==> config.mk <==
export PLATFORM = sky130hd
export DESIGN_NAME = axis_auto_repeat_stepper
export DESIGN_NICKNAME = d
export VERILOG_FILES = /design/src/sv/asr_pkg.sv /design/src/sv/asr_classify.sv /design/src/sv/asr_engine.sv /design/src/sv/axis_auto_repeat_stepper.sv
export SDC_FILE = /design/constraint.sdc
export NUM_CORES = 1
export LEC_CHECK = 0
export BUFFER_PORTS_ARGS = -buffer_cell sky130_fd_sc_hd__buf_4
export CAP_MARGIN = 20
export CORE_MARGIN = 1.5
export CORE_UTILIZATION = 60
export DETAILED_ROUTE_END_ITERATION = 16
export HOLD_SLACK_MARGIN = 0.02
export PLACE_DENSITY = 0.76
export SLEW_MARGIN = 15
export SYNTH_ARGS = -nofsm -noshare
export SYNTH_HDL_FRONTEND = slang
export SYNTH_HIERARCHICAL = 1
export SYNTH_SLANG_ARGS = --single-unit
export TNS_END_PERCENT = 10
==> constraint.sdc <==
create_clock -name clk -period 7.2 [get_ports clk]
set_clock_uncertainty 0.05 [all_clocks]
set_input_delay 1.08 -clock clk [delete_from_list [all_inputs] [get_ports clk]]
set_output_delay 1.08 -clock clk [all_outputs]
set_load 0.01 [all_outputs]
==> src/sv/asr_pkg.sv <==
// Shared types and constants for the axis auto-repeat stepper.
`default_nettype none

package asr_pkg;

  // Step and direction codes share the two-bit signed encoding of the step output.
  typedef enum logic [1:0] {
    DIR_NONE = 2'b00,
    DIR_DOWN = 2'b01,
    DIR_UP   = 2'b11
  } dir_t;

  localparam int CFG_DATA_BITS  = 16;
  localparam int CFG_INDEX_BITS = 3;
  localparam int DELAY_BITS     = 16;

  typedef enum logic [CFG_INDEX_BITS-1:0] {
    REG_LOW_THRESHOLD    = 3'd0,
    REG_HIGH_THRESHOLD   = 3'd1,
    REG_INVERT_AXIS      = 3'd2,
    REG_FIRST_DELAY_MS   = 3'd3,
    REG_REPEAT_PERIOD_MS = 3'd4
  } reg_index_t;

endpackage

`default_nettype wire

==> src/sv/asr_classify.sv <==
// Zone classifier: sorts one axis reading into up, down or neutral.
`default_nettype none

module asr_classify #(
  parameter int SAMPLE_BITS = 12
) (
  input  logic [SAMPLE_BITS-1:0] sample,
  input  logic [SAMPLE_BITS-1:0] low_threshold,
  input  logic [SAMPLE_BITS-1:0] high_threshold,
  input  logic                   invert_axis,
  output asr_pkg::dir_t          dir
);
  import asr_pkg::*;

  logic in_low;
  logic in_high;

  assign in_low  = (sample <= low_threshold);
  assign in_high = (sample >= high_threshold);

  // The zone that means up is tested first, so overlapping zones resolve to up.
  always_comb begin
    if (invert_axis) begin
      if (in_high)     dir = DIR_UP;
      else if (in_low) dir = DIR_DOWN;
      else             dir = DIR_NONE;
    end else begin
      if (in_low)       dir = DIR_UP;
      else if (in_high) dir = DIR_DOWN;
      else              dir = DIR_NONE;
    end
  end

endmodule

`default_nettype wire

==> src/sv/asr_engine.sv <==
// Repeat engine: held direction, repeat phase and step timer.
`default_nettype none

module asr_engine #(
  parameter int TIME_BITS = 32
) (
  input  logic                                clk,
  input  logic                                rst,
  input  logic                                fire,
  input  logic                                resync,
  input  asr_pkg::dir_t                       dir,
  input  logic [TIME_BITS-1:0]                now_ms,
  input  logic [asr_pkg::DELAY_BITS-1:0]      first_delay_ms,
  input  logic [asr_pkg::DELAY_BITS-1:0]      repeat_period_ms,
  output asr_pkg::dir_t                       emit
);
  import asr_pkg::*;

  dir_t                 held_dir, held_dir_next;
  logic                 repeating, repeating_next;
  logic [TIME_BITS-1:0] last_time, last_time_next;
  logic [TIME_BITS-1:0] elapsed;
  logic                 delay_done;
  logic                 period_done;

  // Wrapping difference, modulo two to the TIME_BITS.
  assign elapsed     = now_ms - last_time;
  assign delay_done  = (elapsed >= TIME_BITS'(first_delay_ms));
  assign period_done = (elapsed >= TIME_BITS'(repeat_period_ms));

  always_comb begin
    held_dir_next  = held_dir;
    repeating_next = repeating;
    last_time_next = last_time;
    emit           = DIR_NONE;
    if (resync) begin
      held_dir_next  = DIR_NONE;
      repeating_next = 1'b0;
      last_time_next = now_ms;
    end else if (dir == DIR_NONE) begin
      held_dir_next  = DIR_NONE;
      repeating_next = 1'b0;
    end else if (dir != held_dir) begin
      held_dir_next  = dir;
      repeating_next = 1'b0;
      last_time_next = now_ms;
      emit           = dir;
    end else if (!repeating) begin
      if (delay_done) begin
        repeating_next = 1'b1;
        last_time_next = now_ms;
        emit           = dir;
      end
    end else if (period_done) begin
      last_time_next = now_ms;
      emit           = dir;
    end
  end

  always_ff @(posedge clk) begin
    if (rst) begin
      held_dir  <= DIR_NONE;
      repeating <= 1'b0;
      last_time <= '0;
    end else if (fire) begin
      held_dir  <= held_dir_next;
      repeating <= repeating_next;
      last_time <= last_time_next;
    end
  end

endmodule

`default_nettype wire

==> src/sv/axis_auto_repeat_stepper.sv <==
// Top level of the axis auto-repeat stepper: channels, registers and pipeline.
`default_nettype none

// Channel   Direction  Handshake              Payload
// input     in         in_valid / in_stall    sample, now_ms, resync
// result    out        out_valid / out_stall  step (signed, -1 up, +1 down, 0 none)
// config    in         cfg_we                 cfg_index, cfg_data
//
// Every item yields exactly one result item, which moves from the input register to the
// result register. A new item can be accepted in every cycle while the result side does not
// stall. The single repeat engine updates its state as an item moves to the result
// register. Synchronous reset clears the pipeline valid flags and the engine state and
// loads the register defaults. A stall on the result side holds the result register and
// then the input register; in_stall rises only while both are occupied.

module axis_auto_repeat_stepper #(
  parameter int SAMPLE_BITS = 12,
  parameter int TIME_BITS   = 32
) (
  input  logic                                 clk,
  input  logic                                 rst,
  // Input channel.
  input  logic                                 in_valid,
  output logic                                 in_stall,
  input  logic [SAMPLE_BITS-1:0]               sample,
  input  logic [TIME_BITS-1:0]                 now_ms,
  input  logic                                 resync,
  // Result channel.
  output logic                                 out_valid,
  input  logic                                 out_stall,
  output logic signed [1:0]                    step,
  // Configuration write port.
  input  logic                                 cfg_we,
  input  logic [asr_pkg::CFG_INDEX_BITS-1:0]   cfg_index,
  input  logic [asr_pkg::CFG_DATA_BITS-1:0]    cfg_data
);
  import asr_pkg::*;

  localparam logic [SAMPLE_BITS-1:0] LOW_RESET    = SAMPLE_BITS'(1000);
  localparam logic [SAMPLE_BITS-1:0] HIGH_RESET   = SAMPLE_BITS'(3000);
  localparam logic [DELAY_BITS-1:0]  DELAY_RESET  = DELAY_BITS'(400);
  localparam logic [DELAY_BITS-1:0]  PERIOD_RESET = DELAY_BITS'(150);

  // Configuration registers.
  logic [SAMPLE_BITS-1:0] low_threshold;
  logic [SAMPLE_BITS-1:0] high_threshold;
  logic                   invert_axis;
  logic [DELAY_BITS-1:0]  first_delay_ms;
  logic [DELAY_BITS-1:0]  repeat_period_ms;

  always_ff @(posedge clk) begin
    if (rst) begin
      low_threshold    <= LOW_RESET;
      high_threshold   <= HIGH_RESET;
      invert_axis      <= 1'b0;
      first_delay_ms   <= DELAY_RESET;
      repeat_period_ms <= PERIOD_RESET;
    end else if (cfg_we) begin
      unique case (cfg_index)
        REG_LOW_THRESHOLD:    low_threshold    <= cfg_data[SAMPLE_BITS-1:0];
        REG_HIGH_THRESHOLD:   high_threshold   <= cfg_data[SAMPLE_BITS-1:0];
        REG_INVERT_AXIS:      invert_axis      <= cfg_data[0];
        REG_FIRST_DELAY_MS:   first_delay_ms   <= cfg_data;
        REG_REPEAT_PERIOD_MS: repeat_period_ms <= cfg_data;
        default: ;
      endcase
    end
  end

  // Input register. The item held here is evaluated against the engine state and
  // moves to the result register when that register is free or being drained.
  logic                   in_full;
  logic [SAMPLE_BITS-1:0] in_sample;
  logic [TIME_BITS-1:0]   in_now;
  logic                   in_resync;
  logic                   advance;

  assign advance  = in_full && (!out_valid || !out_stall);
  assign in_stall = in_full && !advance;

  always_ff @(posedge clk) begin
    if (rst) begin
      in_full <= 1'b0;
    end else if (!in_stall) begin
      in_full <= in_valid;
    end
  end

  always_ff @(posedge clk) begin
    if (in_valid && !in_stall) begin
      in_sample <= sample;
      in_now    <= now_ms;
      in_resync <= resync;
    end
  end

  dir_t dir;
  dir_t emit;

  asr_classify #(
    .SAMPLE_BITS(SAMPLE_BITS)
  ) u_classify (
    .sample        (in_sample),
    .low_threshold (low_threshold),
    .high_threshold(high_threshold),
    .invert_axis   (invert_axis),
    .dir           (dir)
  );

  // The engine commits its state only when the item leaves the input register, so
  // the next item always sees the state this one leaves behind.
  asr_engine #(
    .TIME_BITS(TIME_BITS)
  ) u_engine (
    .clk             (clk),
    .rst             (rst),
    .fire            (advance),
    .resync          (in_resync),
    .dir             (dir),
    .now_ms          (in_now),
    .first_delay_ms  (first_delay_ms),
    .repeat_period_ms(repeat_period_ms),
    .emit            (emit)
  );

  // Result register.
  always_ff @(posedge clk) begin
    if (rst) begin
      out_valid <= 1'b0;
    end else if (advance) begin
      out_valid <= 1'b1;
    end else if (!out_stall) begin
      out_valid <= 1'b0;
    end
  end

  always_ff @(posedge clk) begin
    if (advance) begin
      step <= emit;
    end
  end

endmodule

`default_nettype wire

Word-level counts from Yosys, hierarchy flattened

Cells that the tools add are included.

Flip-flop bits (word level): 141
Latch bits: 0
Memory bits (writable): 0
ROM bits: 0
Input bits: 69
Output and inout port bits: 4
Logic and storage cells: 72
Memories: 0

Add/sub/neg operators: 1
Multipliers: 0
Divide/modulo/power cells: 0
Order comparisons: 4
Equal/unequal tests: 8
Shift-type cells: 0
Muxes and demuxes: 25
Bitwise gates (word level): 0
Reductions and logical operators: 20

Operator list:

| kind                 | count |
|---|---|
| $mux W32             | 6 |
| $ge A32 B16 Y1       | 2 |
| $sub A32 B32 Y32     | 1 |
| $mux W2              | 10 |
| $ge A12 B12 Y1       | 1 |
| $le A12 B12 Y1       | 1 |
| $reduce_and A2 Y1    | 6 |
| $mux W1              | 9 |
| $eq A3 B2 Y1 const B | 2 |
| $logic_not A1 Y1     | 4 |
| $ne A4 B4 Y1 const B | 1 |
| $reduce_and A4 Y1    | 1 |
| $reduce_bool A4 Y1   | 1 |
| $eq A3 B1 Y1 const B | 1 |
| $eq A3 B3 Y1 const B | 1 |
| $logic_and A1 B1 Y1  | 3 |
| $logic_not A3 Y1     | 1 |
| $reduce_bool A3 Y1   | 1 |
| $logic_not A2 Y1     | 1 |
| $ne A2 B1 Y1 const B | 1 |
| $ne A2 B2 Y1         | 1 |
| $ne A2 B2 Y1 const B | 1 |
| $reduce_or A2 Y1     | 1 |
| $logic_or A1 B1 Y1   | 1 |

Longest topological paths before layout

Depth in word-level cells: 8
Depth in mapped cells: 21
Depth with buffers taken out: 19

Cells and area by module

Netlist, hierarchy kept.

By module, submodules not included:

| module                   | times used | cells an instance | area an instance (µm²) | sequential area each (µm²) |
|---|---|---|---|---|
| asr_engine               | 1          | 602               | 4,540.6                | 700.7 |
| axis_auto_repeat_stepper | 1          | 276               | 3,812.4                | 2,592.5 |
| asr_classify             | 1          | 83                | 603.1                  | 0.0 |

Worst setup path before layout

Ideal clock, no wire load.

Path kind: reg-to-reg
From: reg in_now[0]
To: reg u_engine.last_time[0]
Setup time: 0.120 ns
Data arrival time: 3.679 ns
Data required time: 7.030 ns
Setup slack: 3.352 ns
Cell stages (with the launch flop): 20
Path buffers: 2
Period minus slack after synthesis: 3.848 ns
Path through: edfxtp_1 inv_1 ha_1 fa_1 and2b_1 o2111ai_1 nand2_1 xor2_1 ha_1 a21oi_1 nor2b_1 a2111o_1 a31oi_1 o311a_1 o21ai_0 a21o_1 o41a_1 buf_6 buf_6 mux2i_1

Word-level cells in the longest chain between the ends: 5
Elaborated cells between the ends (all ways): 12
Those cells by class: add/sub: 1; order compare: 2; eq/ne: 1; mux: 6; reduce/logical: 2

RTL lines:

| what                                                                     | line                           | source |
|---|---|---|
| start: declaration                                                       | axis_auto_repeat_stepper.sv:74 | `logic [TIME_BITS-1:0] in_now;` |
| start signal: assignment                                                 | axis_auto_repeat_stepper.sv:92 | `in_now <= now_ms;` |
| parallel branches: the longest is 5 deep, another holds $sub A32 B32 Y32 | n/a                            |  |
| end signal: assignment                                                   | asr_engine.sv:68               | `last_time <= last_time_next;` |
| end: declaration                                                         | asr_engine.sv:21               | `logic [TIME_BITS-1:0] last_time, last_time_next;` |

Parallel ways; which one is timed is not known. The select of a mux whose other input is x is not followed.
A chain may end at the register's enable or synchronous reset.

Worst setup path in the final report

From: reg in_now[0]
To: reg u_engine.last_time[4]

Word-level cells in the longest chain between the ends: 4
Elaborated cells between the ends (all ways): 6
Those cells by class: add/sub: 1; order compare: 2; eq/ne: 1; reduce/logical: 2

RTL lines:

| what                                                                | line                               | source |
|---|---|---|
| $sub A32 B32 Y32 (*)                                                | asr_engine.sv:27                   | `assign elapsed = now_ms - last_time;` |
| $ge A32 B16 Y1, on equally long branches                            | asr_engine.sv:29, asr_engine.sv:28 |  |
| $ne A4 B4 Y1 (no source line) or $reduce_bool A4 Y1 (tied branches) | n/a                                |  |
| $reduce_and A4 Y1 (no source line) (*)                              | n/a                                |  |

Mark *: on every way between the ends. The rest lies on a longest branch, timed or not.

==> metrics.cfg <==
[floorplan]
io_pins = 73
die_w_um = 125
row_count = 44
die_y_um = 125
fp.dieArea_mm2 = 0.0157
core_area_mm2 = 0.0145
start_util = 0.616

[drt]
vias = 6810
first_pass_iters = 6
vias_per_cell = 5.60
drtIter0Drc = 540
drt_wl_total_mm = 18.7
wire_per_inst_um = 15.4
drc = 0
postRouteAntennaNets = 0

[logic_synthesis]
synth_common_cells = nand2b_1 (124), inv_1 (95), dfxtp_1 (94), mux2i_1 (94), ha_1 (87)
synthMuxAreaShare = 0.105
yosysWarnings = 6
synth_area_per_cell_um2 = 9.32
synth-seq-cells = 141
synth_area_leaders = dfxtp_1 (21%), edfxtp_1 (16%), ha_1 (12%)
synth_top_area_share = 0.210
syn_area_mm2 = 0.00896
synth_cells = 961
synth_adder_area_share = 0.124
synth-compound-area-share = 0.130
synth_cell_types = 70
synth.most_common_cell = nand2b_1
yosys.area_share.simple = 0.192
syn_nets = 1118
ys_seq_area_frac = 0.368
synth-async-reset-ratio = 0
yosysTopAreaCell = dfxtp_1
synth-edff-count = 47
synth_xor_area_frac = 0.0196
synth_top_family_by_area = simple AND/OR/NAND/NOR gates
ys.flop_type = dfxtp_1

[status]
status = completed

[critical_path]
reg2reg_setup_slack_ps = 2520
cp-start-kind = register
worst_ep_arrival_time_ps = 4890
worstPathMaxFanout = 32
critPathRequiredTime_ps = 7410
path_class = register to register
rr_worst_depth = 17
critPathCaptureType = register

[clock_network]
clockBufferDepth = 2
clock-sinks = 141
ctsResizeCount = 0
cts_setup_buffers = 0
clkTransAtPathRegs_ps = 60
ctsHoldBuffers = 0
htreeDepth = 4
clk_latency_ps = 420
cts_inserted_buffers = 17
cts-root-buf = clkbuf_16
cts_tree = done

[placed_design]
placed_area_mm2 = 0.00956
dp_hpwl_mm = 13.6
gp_congestion = 0.880
io_buffer_count = 72
dpl.cell_count = 1184

[global_route]
antenna_found_initial = 0
grt_usage = 0.247
grt-ovfl-total = 0
grt_pass1_wl_mm = 31.3
grt_pass1_vias = 6389
grt_max_degree = 105

[sta]
period_share = 0.651
setup_tns_ps = 0
timing.final.hold_violations = 0
setup_violations = 0
finalCriticalPeriod_ps = 4680
drv_slew = 0
worstMarginPinSlew_ps = 1060
relSlewSlack = 0.295
rsz0062_at_grt = no
fmax_ghz = 0.214

[finish]
fin_cells = 1216
diodes = 0
layout.nets = 1176
design_area_mm2 = 0.0101
finish.utilization = 0.695
syn_to_final_growth_pct = 12.8
drive_gt1_frac = 0.107

[power_and_ir_drop]
power_per_cell_area_mw_per_mm2 = 213
ir_worst_vdd_v = 0.000170
p_leak_nw = 4.28

[hold_path]
hp-class = register to register
hold_depth = 2

[job]
maxCapViolCount = 0

[placed cells by master (no fill, tap or decap), types with 8 or more instances in the layout]
| cell type | n |
|---|---|
| a21o_1 | 13 |
| o21ai_0 | 22 |
| nand2b_1 | 124 |
| dfxtp_1 | 94 |
| nand3_1 | 8 |
| nor3_1 | 9 |
| buf_4 | 74 |
| inv_1 | 95 |
| a21oi_1 | 56 |
| ha_1 | 87 |
| a211oi_1 | 8 |
| nand2_1 | 44 |
| o21a_1 | 11 |
| xnor2_1 | 13 |
| nor2_1 | 71 |
| clkbuf_16 | 18 |
| mux2i_1 | 94 |
| edfxtp_1 | 47 |
| nand4_1 | 13 |
[state kept, by name, summed over array words and instances, names as in the netlist, 2 cells and up]
register and flops:
in_now 32, u_engine/last_time 32, high_threshold 12, first_delay_ms 16, in_sample 12, u_engine/held_dir 2
repeat_period_ms 16, step 2, low_threshold 12
[worst max-delay path, cell delays in order, from the launching register on]
cell and delay (ps):
edfxtp_1 380, inv_1 70, ha_1 170, fa_1 200, and2b_1 200, o2111ai_1 280
nand2_1 200, a311oi_1 420, xnor2_1 200, ha_1 280, a21o_1 180, a211oi_1 240
o31ai_1 110, a21oi_1 190, nand2_1 100, a21o_1 190, o41a_2 760, mux2i_1 240
[report_power, final]
part / internal (mW) / switching (mW)
Sequential: 0.859 / 0.0203
Combinational: 0.200 / 0.251
Clock: 0.503 / 0.317
Total: 1.56 / 0.588
[routing by layer]
layer	global-route usage	vias up	wire length, µm
met5	0	-	0
met4	0.0735	0	255
met3	0.0518	23	832
met2	0.391	157	8380
met1	0.342	3132	9260
li1	-	3498	-
[area by class of cell]
cell class | instances | area (µm²)
repair buffers | 74 | 556
clock buffers | 26 | 490
clock inverters | 6 | 57.6
flip-flops and latches | 141 | 3290
multi-input cells | 690 | 5120
fillers | 1176 | 4430
well taps | 184 | 230
inverters | 95 | 357
[through the flow]
stage / hold slack, ps / power (mW) / setup WS, ps
after floorplan: 399 / 1.22 / 3350
after global placement: 408 / 1.33 / 2680
after detailed placement: 412 / 1.34 / 2530
after CTS: 423 / 2.16 / 2500
after global routing: 445 / 2.26 / 2110
final: 420 / 2.15 / 2520
[worst paths after layout]
kind	start	end
hold / removal	u_engine/last_time[3]	u_engine/last_time[3]
setup reg to reg	in_now[0]	u_engine/last_time[4]
setup / recovery	in_now[0]	u_engine/last_time[4]
hold reg to reg	u_engine/last_time[3]	u_engine/last_time[3]
[cell families (layout without fill, tap and decap cells)]
family,count (synthesis),after routing
AOI/OAI and AO/OA,175,175
xor gates and xnor gates,20,20
adders and majority gates,88,88
buffers and inverters,130,201
DFF,141,141
muxes,94,94
and+or+nand+nor,313,313
Power figures use the tool's default switching activity.
